## config.mk

```make
export PLATFORM = sky130hd
export DESIGN_NAME = altitude_triggered_vent_controller
export DESIGN_NICKNAME = d
export VERILOG_FILES = /design/src/rtl/atvc_pkg.sv /design/src/rtl/atvc_cfg.sv /design/src/rtl/atvc_tick.sv /design/src/rtl/altitude_triggered_vent_controller.sv
export SDC_FILE = /design/constraint.sdc
export NUM_CORES = 1
export LEC_CHECK = 0
export ABC_AREA = 1
export BUFFER_PORTS_ARGS = -buffer_cell sky130_fd_sc_hd__buf_2
export CAP_MARGIN = 5
export CORE_MARGIN = 2
export CORE_UTILIZATION = 55
export DETAILED_ROUTE_END_ITERATION = 8
export PLACE_DENSITY = 0.73
export SLEW_MARGIN = 20
export SYNTH_ARGS = -nofsm -noshare
export SYNTH_HDL_FRONTEND = slang
export SYNTH_SLANG_ARGS = --single-unit
```

## constraint.sdc

```tcl
create_clock -name clk -period 10.25 [get_ports clk]
set_clock_uncertainty 0.05 [all_clocks]
set_input_delay 2.05 -clock clk [delete_from_list [all_inputs] [get_ports clk]]
set_output_delay 2.05 -clock clk [all_outputs]
set_load 0.01 [all_outputs]
```

## src/rtl/atvc_pkg.sv

```systemverilog
// ============================================================================
// atvc_pkg - shared types and constants for the vent controller
// Field widths, command and register codes, drive and mode codes, and the
// configuration and tick structs passed between the controller modules.
// ============================================================================
package atvc_pkg;

    localparam int CmdW  = 3;
    localparam int TimeW = 32;
    localparam int AltW  = 19;
    localparam int PosW  = 12;
    localparam int CntW  = 8;
    localparam int PerW  = 16;
    localparam int DrvW  = 2;
    localparam int ModeW = 2;
    localparam int CfgIdxW  = 3;
    localparam int CfgDataW = 32;

    localparam logic [CntW-1:0] CountMax = '1;

    // Ground command codes
    typedef enum logic [CmdW-1:0] {
        CMD_NONE       = 3'd0,
        CMD_ENABLE     = 3'd1,
        CMD_DATA_REQ   = 3'd2,
        CMD_ABORT      = 3'd3,
        CMD_VENT_NOW   = 3'd4,
        CMD_TEST_OPEN  = 3'd5,
        CMD_TEST_CLOSE = 3'd6,
        CMD_TEST_FAN   = 3'd7
    } cmd_t;

    // Configuration register indexes
    typedef enum logic [CfgIdxW-1:0] {
        REG_MIN_ALT      = 3'd0,
        REG_MAX_ALT      = 3'd1,
        REG_OPEN_DUR     = 3'd2,
        REG_CHECKS       = 3'd3,
        REG_LOG_PERIOD   = 3'd4,
        REG_CMD_HOLDOFF  = 3'd5,
        REG_OPEN_END     = 3'd6,
        REG_CLOSED_END   = 3'd7
    } cfg_idx_t;

    // Actuator drive codes as seen at the output
    typedef enum logic [DrvW-1:0] {
        DRV_STOP  = 2'd0,
        DRV_OPEN  = 2'd1,
        DRV_CLOSE = 2'd2
    } drive_t;

    // Valve mode codes as seen at the output
    localparam logic [ModeW-1:0] ModeCodeArmed    = 2'd0;
    localparam logic [ModeW-1:0] ModeCodeOpen     = 2'd1;
    localparam logic [ModeW-1:0] ModeCodeDisarmed = 2'd2;

    // Valve state machine, one-hot
    typedef enum logic [2:0] {
        VS_ARMED    = 3'b001,
        VS_OPEN     = 3'b010,
        VS_DISARMED = 3'b100
    } valve_state_t;

    // Reset values of the configuration registers
    localparam logic signed [AltW-1:0] MinAltReset     = 19'sd18000;
    localparam logic signed [AltW-1:0] MaxAltReset     = 19'sd22000;
    localparam logic [TimeW-1:0]       OpenDurReset    = 32'd300000;
    localparam logic [CntW-1:0]        ChecksReset     = 8'd40;
    localparam logic [PerW-1:0]        LogPeriodReset  = 16'd500;
    localparam logic [PerW-1:0]        HoldoffReset    = 16'd1000;
    localparam logic [PosW-1:0]        OpenEndReset    = 12'd100;
    localparam logic [PosW-1:0]        ClosedEndReset  = 12'd3995;

    typedef struct packed {
        logic signed [AltW-1:0] min_altitude;
        logic signed [AltW-1:0] max_altitude;
        logic [TimeW-1:0]       open_duration_ms;
        logic [CntW-1:0]        checks_to_open;
        logic [PerW-1:0]        log_period_ms;
        logic [PerW-1:0]        command_holdoff_ms;
        logic [PosW-1:0]        open_end_position;
        logic [PosW-1:0]        closed_end_position;
    } cfg_t;

    typedef struct packed {
        logic [CmdW-1:0]        command;
        logic [TimeW-1:0]       now_ms;
        logic signed [AltW-1:0] altitude_m;
        logic [PosW-1:0]        actuator_position;
    } tick_in_t;

    typedef struct packed {
        logic [DrvW-1:0]  actuator_drive;
        logic             fan_on;
        logic [ModeW-1:0] valve_mode;
        logic             log_now;
        logic [CmdW-1:0]  reply;
    } tick_out_t;

    function automatic logic [ModeW-1:0] mode_code(valve_state_t vs);
        logic [ModeW-1:0] code;
        case (vs)
            VS_ARMED:    code = ModeCodeArmed;
            VS_OPEN:     code = ModeCodeOpen;
            VS_DISARMED: code = ModeCodeDisarmed;
            default:     code = ModeCodeArmed;
        endcase
        return code;
    endfunction

endpackage

```

## src/rtl/atvc_cfg.sv

```systemverilog
// ============================================================================
// atvc_cfg - configuration register file
// Holds the eight controller settings, written one at a time by index.
// ============================================================================
module atvc_cfg (
    input  logic                          clk,
    input  logic                          rst_n,
    input  logic                          wr_en,
    input  logic [atvc_pkg::CfgIdxW-1:0]  wr_index,
    input  logic [atvc_pkg::CfgDataW-1:0] wr_data,
    output atvc_pkg::cfg_t                cfg
);
    import atvc_pkg::*;

    cfg_t cfg_reg;
    cfg_t cfg_next;

    always_comb
    begin
        cfg_next = cfg_reg;
        if (wr_en)
        begin
            case (cfg_idx_t'(wr_index))
                REG_MIN_ALT:     cfg_next.min_altitude        = signed'(wr_data[AltW-1:0]);
                REG_MAX_ALT:     cfg_next.max_altitude        = signed'(wr_data[AltW-1:0]);
                REG_OPEN_DUR:    cfg_next.open_duration_ms    = wr_data[TimeW-1:0];
                REG_CHECKS:      cfg_next.checks_to_open      = wr_data[CntW-1:0];
                REG_LOG_PERIOD:  cfg_next.log_period_ms       = wr_data[PerW-1:0];
                REG_CMD_HOLDOFF: cfg_next.command_holdoff_ms  = wr_data[PerW-1:0];
                REG_OPEN_END:    cfg_next.open_end_position   = wr_data[PosW-1:0];
                REG_CLOSED_END:  cfg_next.closed_end_position = wr_data[PosW-1:0];
                default:         cfg_next = cfg_reg;
            endcase
        end
    end

    always_ff @(posedge clk or negedge rst_n)
    begin
        if (!rst_n)
        begin
            cfg_reg.min_altitude        <= MinAltReset;
            cfg_reg.max_altitude        <= MaxAltReset;
            cfg_reg.open_duration_ms    <= OpenDurReset;
            cfg_reg.checks_to_open      <= ChecksReset;
            cfg_reg.log_period_ms       <= LogPeriodReset;
            cfg_reg.command_holdoff_ms  <= HoldoffReset;
            cfg_reg.open_end_position   <= OpenEndReset;
            cfg_reg.closed_end_position <= ClosedEndReset;
        end
        else
        begin
            cfg_reg <= cfg_next;
        end
    end

    assign cfg = cfg_reg;

endmodule

```

## src/rtl/atvc_tick.sv

```systemverilog
// ============================================================================
// atvc_tick - per-tick controller logic
// Holds the valve state, confirmation count and timestamps, and works out
// one tick's result from the registered input item in a single pass.
// ============================================================================
module atvc_tick (
    input  logic                clk,
    input  logic                rst_n,
    input  logic                advance,
    input  atvc_pkg::tick_in_t  item,
    input  atvc_pkg::cfg_t      cfg,
    output atvc_pkg::tick_out_t result
);
    import atvc_pkg::*;

    valve_state_t     state_reg, state_next;
    logic [CntW-1:0]  count_reg, count_next;
    logic [TimeW-1:0] opened_at_reg, opened_at_next;
    logic [TimeW-1:0] last_log_reg, last_log_next;
    logic [TimeW-1:0] last_cmd_reg, last_cmd_next;
    logic             fan_reg, fan_next;

    logic [TimeW-1:0] cmd_elapsed;
    logic [TimeW-1:0] log_elapsed;
    logic             cmd_take;
    logic             strobe;
    logic             in_window;
    logic [DrvW-1:0]  drive;
    logic [TimeW-1:0] close_old;
    logic [TimeW-1:0] close_now;
    valve_state_t     st_cmd;
    logic [CntW-1:0]  cnt_cmd;
    logic [TimeW-1:0] open_cmd;
    logic             fan_cmd;
    logic             vent_taken;

    assign cmd_elapsed = item.now_ms - last_cmd_reg;
    assign log_elapsed = item.now_ms - last_log_reg;
    assign cmd_take    = (cmd_t'(item.command) != CMD_NONE) &&
                         (cmd_elapsed > TimeW'(cfg.command_holdoff_ms));
    assign strobe      = log_elapsed > TimeW'(cfg.log_period_ms);
    assign in_window   = (item.altitude_m > cfg.min_altitude) &&
                         (item.altitude_m < cfg.max_altitude);
    // closing deadline for either source of the open timestamp
    assign close_old   = opened_at_reg + cfg.open_duration_ms;
    assign close_now   = item.now_ms + cfg.open_duration_ms;

    always_comb
    begin
        // drive toward the endpoint of the current mode
        if (state_reg == VS_OPEN)
            drive = (item.actuator_position < cfg.open_end_position) ? DRV_STOP : DRV_OPEN;
        else
            drive = (item.actuator_position > cfg.closed_end_position) ? DRV_STOP : DRV_CLOSE;

        st_cmd     = state_reg;
        cnt_cmd    = count_reg;
        open_cmd   = opened_at_reg;
        fan_cmd    = fan_reg;
        vent_taken = 1'b0;
        last_cmd_next = last_cmd_reg;

        if (cmd_take)
        begin
            last_cmd_next = item.now_ms;
            case (cmd_t'(item.command))
                CMD_ENABLE:
                begin
                    st_cmd  = VS_ARMED;
                    cnt_cmd = '0;
                end
                CMD_ABORT:
                begin
                    st_cmd  = VS_DISARMED;
                    fan_cmd = 1'b0;
                    drive   = DRV_CLOSE;
                end
                CMD_VENT_NOW:
                begin
                    st_cmd     = VS_OPEN;
                    drive      = DRV_OPEN;
                    fan_cmd    = 1'b1;
                    open_cmd   = item.now_ms;
                    vent_taken = 1'b1;
                end
                CMD_TEST_OPEN:
                begin
                    st_cmd = VS_OPEN;
                    drive  = DRV_OPEN;
                end
                CMD_TEST_CLOSE: drive   = DRV_CLOSE;
                CMD_TEST_FAN:   fan_cmd = 1'b1;
                default:        ;
            endcase
        end

        last_log_next  = strobe ? item.now_ms : last_log_reg;
        state_next     = st_cmd;
        count_next     = cnt_cmd;
        opened_at_next = open_cmd;
        fan_next       = fan_cmd;

        if (st_cmd != VS_DISARMED)
        begin
            if (strobe && in_window && (cnt_cmd != CountMax))
                count_next = cnt_cmd + 1'b1;
            if ((count_next >= cfg.checks_to_open) && (st_cmd == VS_ARMED))
            begin
                state_next     = VS_OPEN;
                fan_next       = 1'b1;
                opened_at_next = item.now_ms;
            end
            else if ((st_cmd == VS_OPEN) &&
                     (item.now_ms > (vent_taken ? close_now : close_old)))
            begin
                state_next = VS_DISARMED;
                fan_next   = 1'b0;
            end
        end

        result.actuator_drive = drive;
        result.fan_on         = fan_next;
        result.valve_mode     = mode_code(state_next);
        result.log_now        = strobe;
        result.reply          = cmd_take ? item.command : CmdW'(CMD_NONE);
    end

    always_ff @(posedge clk or negedge rst_n)
    begin
        if (!rst_n)
        begin
            state_reg     <= VS_ARMED;
            count_reg     <= '0;
            opened_at_reg <= '0;
            last_log_reg  <= '0;
            last_cmd_reg  <= '0;
            fan_reg       <= 1'b0;
        end
        else if (advance)
        begin
            state_reg     <= state_next;
            count_reg     <= count_next;
            opened_at_reg <= opened_at_next;
            last_log_reg  <= last_log_next;
            last_cmd_reg  <= last_cmd_next;
            fan_reg       <= fan_next;
        end
    end

endmodule

```

## src/rtl/altitude_triggered_vent_controller.sv

```systemverilog
// ============================================================================
// altitude_triggered_vent_controller - vent valve and fan control per tick
// Takes one control tick per request (time, altitude, actuator position,
// ground command) and returns the actuator drive, fan, valve mode, log
// strobe and command reply for that tick.
// ============================================================================
//
//  Channel   Handshake               Payload
//  --------  ----------------------  -----------------------------------------
//  in        in_valid / in_stall     command, now_ms, altitude_m,
//                                    actuator_position
//  out       out_valid / out_stall   actuator_drive, fan_on, valve_mode,
//                                    log_now, reply
//  cfg       cfg_valid / cfg_ready   cfg_index, cfg_data
//
//  One request per cycle sustained while the output does not stall. A request
//  is held in the input register and its result is loaded into the output
//  register. The controller state updates in the same edge that loads the
//  result register. Reset clears all state and loads the default settings.
//  A stall on the output holds the result register and the input register;
//  the input side stalls only while both are full.
//
module altitude_triggered_vent_controller (
    input  logic                          clk,
    input  logic                          rst_n,
    // tick requests
    input  logic                          in_valid,
    output logic                          in_stall,
    input  logic [atvc_pkg::CmdW-1:0]     command,
    input  logic [atvc_pkg::TimeW-1:0]    now_ms,
    input  logic signed [atvc_pkg::AltW-1:0] altitude_m,
    input  logic [atvc_pkg::PosW-1:0]     actuator_position,
    // tick results
    output logic                          out_valid,
    input  logic                          out_stall,
    output logic [atvc_pkg::DrvW-1:0]     actuator_drive,
    output logic                          fan_on,
    output logic [atvc_pkg::ModeW-1:0]    valve_mode,
    output logic                          log_now,
    output logic [atvc_pkg::CmdW-1:0]     reply,
    // configuration writes
    input  logic                          cfg_valid,
    output logic                          cfg_ready,
    input  logic [atvc_pkg::CfgIdxW-1:0]  cfg_index,
    input  logic [atvc_pkg::CfgDataW-1:0] cfg_data
);
    import atvc_pkg::*;

    cfg_t      cfg;
    tick_in_t  item_reg;
    logic      item_valid_reg;
    tick_out_t result;
    tick_out_t result_reg;
    logic      result_valid_reg;
    logic      advance;
    logic      item_load;

    // Settings are always writable; writes should land only while idle, which the user must ensure: the block does not.
    assign cfg_ready = 1'b1;

    atvc_cfg u_cfg (
        .clk      (clk),
        .rst_n    (rst_n),
        .wr_en    (cfg_valid),
        .wr_index (cfg_index),
        .wr_data  (cfg_data),
        .cfg      (cfg)
    );

    // Move the held request into the result register when there is room.
    assign advance   = item_valid_reg && (!result_valid_reg || !out_stall);
    // Refill the input register when it is empty or draining this cycle.
    assign item_load = !item_valid_reg || advance;
    assign in_stall  = !item_load;

    always_ff @(posedge clk or negedge rst_n)
    begin
        if (!rst_n)
        begin
            item_valid_reg <= 1'b0;
        end
        else if (item_load)
        begin
            item_valid_reg <= in_valid;
        end
    end

    always_ff @(posedge clk)
    begin
        if (item_load && in_valid)
        begin
            item_reg.command           <= command;
            item_reg.now_ms            <= now_ms;
            item_reg.altitude_m        <= altitude_m;
            item_reg.actuator_position <= actuator_position;
        end
    end

    atvc_tick u_tick (
        .clk     (clk),
        .rst_n   (rst_n),
        .advance (advance),
        .item    (item_reg),
        .cfg     (cfg),
        .result  (result)
    );

    // Hold the result while the consumer stalls; drop valid once taken.
    always_ff @(posedge clk or negedge rst_n)
    begin
        if (!rst_n)
        begin
            result_valid_reg <= 1'b0;
        end
        else if (advance)
        begin
            result_valid_reg <= 1'b1;
        end
        else if (!out_stall)
        begin
            result_valid_reg <= 1'b0;
        end
    end

    always_ff @(posedge clk)
    begin
        if (advance)
        begin
            result_reg <= result;
        end
    end

    assign out_valid      = result_valid_reg;
    assign actuator_drive = result_reg.actuator_drive;
    assign fan_on         = result_reg.fan_on;
    assign valve_mode     = result_reg.valve_mode;
    assign log_now        = result_reg.log_now;
    assign reply          = result_reg.reply;

endmodule

```

Word level (Yosys, flattened, before mapping)
Index checks and enable logic that the tools add are counted.
{ "word_totals": {"latch_bits": 0, "mem_bits_ro": 0, "ramBits": 0, "elab_cells": 118, "register_bits": 319, "memories": 0, "input_bits": 106} }
{ "op_classes": {"mul": 0, "magnitude_cmp": 8, "bitwise_logic": 0, "n_addsub": 5, "n_eq_ne": 21, "n_reduce_logical": 29, "n_div": 0, "n_shift": 0, "mux": 30} }
{ "ops": {"columns": ["cell", "n"], "rows": [
  ["2-to-1 mux 32 bit", 5],
  ["adder 32 bit", 2],
  ["> comparator 32 x 16 -> 1 bit", 2],
  ["subtractor 32 bit", 2],
  ["2-to-1 mux 8 bit", 5],
  ["> comparator 32 bit", 1],
  ["equality test 3 bit, second input constant", 9],
  ["AND reduction 2 bit", 10],
  ["> comparator 19 bit", 1],
  ["less-than comparator 19 bit", 1],
  ["equality test 3 x 2 -> 1 bit, second input constant", 6],
  ["> comparator 12 bit", 1],
  ["less-than comparator 12 bit", 1],
  ["2-to-1 mux 3 bit", 4],
  ["equality test 3 x 1 -> 1 bit, second input constant", 3],
  ["2-to-1 mux 1 bit", 9],
  ["one-hot mux 3 bit (3 select lines)", 1],
  ["adder 8 x 1 -> 8 bit, second input constant", 1],
  [">= comparator 8 bit", 1],
  ["logical AND 1 bit", 8],
  ["!= test 8 bit, second input constant", 1],
  ["one-hot mux 2 bit (2 select lines)", 2],
  ["2-to-1 mux 2 bit", 3],
  ["OR reduction 2 bit", 3],
  ["other kinds (7)", 11]
]} }

Depth between registers and ports, before layout
{ "depth": {"word_depth": 14, "mapped_depth": 54} }

By module
Synthesis repeated with hierarchy kept, for this count alone.
{ "hier_totals": {"cells_unflattened": 3184, "area_unflattened_um2": 22993.3} }
{ "by_module_without_submodules": {"columns": ["module", "area_per_inst_um2", "instances", "cells_per_inst"], "rows": [
  ["atvc_tick", 15272.1, 1, 2494],
  ["atvc_cfg", 5362.6, 1, 601],
  ["altitude_triggered_vent_controller", 2358.5, 1, 89]
]} }

Worst setup path before layout
Ideal clock, no wire load.
{ "synth_path": {"path_type": "register to register", "startpoint": "register item_reg[31] (netlist bit)", "endpoint": "register result_reg, in the netlist valve_mode[1] (data pin)", "setup_slack_ns": 3.059, "required_time_ns": 9.949, "path_stages_with_launch": 49, "setup_ns": 0.251, "arrival_time_ns": 6.890, "path_cell_list": "edfxtp_1 -> inv_1 -> ha_1 -> fa_1 -> inv_1 -> nand2_1 -> nand2_1 -> and2_1 -> nand3_1 -> nand2_1 -> xor2_1 -> ha_1 -> nand2_1 -> nor4_1 -> nand3_1 -> nand2_1 -> nand3_1 -> nor2_1 -> [... 13 more ...] -> a21boi_0 -> o21bai_1 -> a21oi_1 -> o21ai_1 -> a21oi_1 -> inv_1 -> nand2_1 -> nand2_1 -> ha_1 -> nand4_1 -> nor3_1 -> nand2_1 -> nor4_1 -> a31oi_1 -> nand4_1 -> nand2_1 -> inv_1 -> nor2_1"} }
{ "synth_lines": {"columns": ["element", "line_no", "source"], "rows": [
  ["start: declaration", "altitude_triggered_vent_controller.sv:50", "tick_in_t item_reg;"],
  ["end signal: assignment", "altitude_triggered_vent_controller.sv:129", "result_reg <= result;"],
  ["end: declaration", "altitude_triggered_vent_controller.sv:53", "tick_out_t result_reg;"]
]} }

==> summary.md <==
| Metric | Value |
|---|---|
| Final instance area | between 20000 and 25000 sq um |
| Core Region | 38830 sq um |
| Pleak | 12.32 nW |
| Sequential share of the synthesized area | between 30% and 40% |
| CTS HTree Levels | 2 |
| Top cell type by total area after synthesis | dfrtp_1 |
| Crit. End Element | flop |
| Hold worst-path end | u_cfg.cfg[28] |
| Placed cell areas | approximately 23000 sq um |
| PwrDens | 246.4 nW/um^2 |
| Largest net degree at the start of global routing | 105 |
| Vias in the first global route | 19.04k |
| Die area | 41120 sq um |
| Setup crit start kind | flop |
| Clk slew on worst S/H paths | about 0.060 ns |
| Total GRT Usage | 31.27% |
| Crit path largest cell delay | 0.49 ns |
| Drc violations | 0 |
| Synth unique cells | 55 |
| Worst hold start | u_cfg.cfg[28] |
| RSZ-0062 raised after global routing | false |
| Synthesized flop and latch total | 319 |
| Post-cts resize count | 0 |
| Leading cell type in the layout, fill and taps excluded | nand2_1 |
| Worst Setup Path Type | reg2reg |
| GPL Wtd Cong | 0.9583 |
| Syn_area_per_cell | about 7.6 sq um |
| Die W | 202.8 um |
| Share of the synthesized area in the top cell type | 22.57% |
| Final Max Slew Viols | 0 |
| Max_slew headroom | 29.95% |
| IO buf count | 116 |
| Post-DR wirelength/cell | 17.97 um |
| Worst Hold Class | reg2reg |
| R2R Setup Slk | ~1.2 ns |
| Post-synth EDFFs | between 70 and 80 |
| Max reg flops | 134 |
| Share of cells above drive strength 1 | 9.179% |
| CTS tree | built |
| Reg2Reg Capture Point | valve_mode[0] |
| Worst reg2reg path depth | 48 |
| Vias | 19.44k |
| Number of vias per cell | approximately 5.5 |
| Slowest cell on crit path | edfxtp_1 |
| Gr ovfl total | 0 |
| CTS Buf Count | 37 |
| Synthesis Warnings | 0 |
| Die extent in y | 202.8 um |
| Initial antenna violation count | 3 |
| Pre-antenna DRT Iters | 5 |
| Fmax | 110.2 MHz |
| Crit path time final | 9.072 ns |
| Main synth FF type | dfrtp_1 |
| Worst Path Arrival | between 9 and 10 ns |
| Initial Util | 55.97% |
| CTS max path bufs | 3 |
| Mapped cell area | 21730 sq um |
| Skew-Pair Late Insertion Delay | 0.56 ns |
| Post-synth net total | 3209 |
| Post-CTS setup buffers | 0 |
| First DRT Iteration DRCs | 1719 |
| Number of fillers in the final layout | 3547 |
| Cell count after synthesis | ~2.9k |
| Clock root cell | clkbuf_16 |
| Final Net Count | 3313 |
| Hold-fix buffers at CTS | 0 |
| Worst Hold Path Cells | 2 |
| Crit path launch | item_reg[32] |
| Sink Count | between 300 and 400 |
| Worst-margin pin slew | 1.048 ns |
| Num ports | 118 |
| First-pass GRT wire length | 100700 um |
| Area Overhead vs Synth | 10.45% |
| Final wirelength | 63410 um |
| Final Hold Viols | 0 |
| Post-DP HPWL | between 40000 and 50000 um |
| CP max FO | 48 |
| R2R Path Start | item_reg[32] |
| CP dominant cell by count | nand2_1 |
| Max Cap Viol | 0 |
| Post-route ant nets | 0 |
| Final setup vio count | 0 |
| Run status | finished, final reports clean |
| Final critical-path share of the clock period | just under 90% |
| CP required | 10.61 ns |
| VDD IR-drop max | about 180 uV |
| Most frequent cells in the layout | nand2_1, inv_1, o21ai_0 |
| Synth async-reset ratio | between 70% and 80% |
| Setup TNS | 0 ns |
| # rows | 72 |
| Top post-synthesis cells by area | dfrtp_1, nand2_1, ha_1 |
critical path: cells and delay by family (launching register included):
kind                     cells  cell delay [ns]
flip-flops                   1             0.49
adder cells (fa/ha/maj)      5             1.72
buffers and inverters        3             0.36
AO/OA/AOI/OAI               11             2.42
XOR/XNOR                     1             0.09
AND/OR/NAND/NOR             28             3.78
cell usage after synthesis, types with 3 or more instances:
cell type,count
nand2_1,815
inv_1,460
o21ai_0,310
ha_1,226
dfrtp_1,196
nor2_1,174
a21oi_1,145
nand3_1,83
edfxtp_1,75
dfstp_2,48
clkbuf_1,44
xor2_1,43
o21ai_1,36
nand4_1,28
xnor2_1,21
nor3_1,18
mux2_2,13
buf_2,11
o21a_1,11
nand3b_1,9
nor2_2,9
nor4_1,9
nand2_2,8
a211oi_1,7
a21boi_0,6
o21bai_1,6
a31oi_1,5
and2_1,5
inv_2,5
nor2_4,5
a21o_1,4
a221oi_1,3
fa_1,3
o211ai_1,3
o221ai_1,3
o31ai_1,3
where the power goes:
part / switching [mW] / total [mW] / leakage [nW] / internal (mW)
Clock: 0.559 / 1.30 / 0.567 / 0.745
Combinational: 1.78 / 2.80 / 8.08 / 1.03
Sequential: 0.193 / 1.81 / 3.67 / 1.61
cell type report:
class | instances | area (sq um) | share of cell area [%]
clock inverters | 18 | 171.4 | 0.7141
flip-flops and latches | 319 | 8418 | 35.07
repair buffers | 124 | 650.6 | 2.711
diodes | 3 | 7.507 | 0.03128
well taps | 518 | 648.1 | 2.700
inverters | 466 | 1749 | 7.287
clock buffers | 50 | 1005 | 4.186
multi-input cells | 2030 | 11350 | 47.30
routing by layer:
metal | part of all wire (%) | GRT usage [%] | vias to the layer above | routed length, um
met3 | 7.3 | 5.185 | 94 | 4656
met1 | 44 | 43.40 | 9154 | 28110
met2 | 46 | 50.50 | 665 | 28920
met5 | 0 | 0 | - | 0
li1 | - | - | 9529 | -
met4 | 2.7 | 9.228 | 0 | 1715
worst max path at each step:
| stage | end | slack, ns | cells after the start |
|---|---|---|---|
| 3_3_place_gp | valve_mode[1] | 1.11 | 49 |
| 5_1_grt | valve_mode[0] | 0.19 | 48 |
| 4_1_cts | valve_mode[0] | 0.80 | 49 |
| 6_report | valve_mode[0] | 1.18 | 48 |
| 2_1_floorplan | valve_mode[1] | 3.06 | 48 |
| 3_5_place_dp | valve_mode[0] | 0.86 | 49 |
cell families (layout without fill, tap and decap cells):
family | count (synthesis) | count (layout) | synth area share [%]
other | 1 | 4 | 0.01726
DFF | 319 | 319 | 38.74
buffers and inverters | 525 | 658 | 9.200
AOI/OAI and AO/OA | 552 | 552 | 13.53
and+or+nand+nor | 1170 | 1170 | 21.93
muxes | 14 | 14 | 0.7197
xor gates and xnor gates | 64 | 64 | 2.579
adders and majority gates | 229 | 229 | 13.29
through the flow:
stage / utilization [%] / hold WS, ns / power [mW] / setup WS [ns] / instances
after CTS: 61.74 / 0.4369 / 5.904 / 0.7981 / 3525
after detailed placement: 58.71 / 0.4228 / 4.576 / 0.8612 / 3457
after global placement: 58.70 / 0.4089 / 4.498 / 1.107 / 3457
final: 61.82 / 0.4331 / 5.915 / 1.178 / 3528
after floorplan: - / 0.3977 / 3.809 / 3.059 / 2874
after global routing: 61.81 / 0.4551 / 6.411 / 0.1933 / 3526
Note: power is estimated with default switching activity, not from simulation.
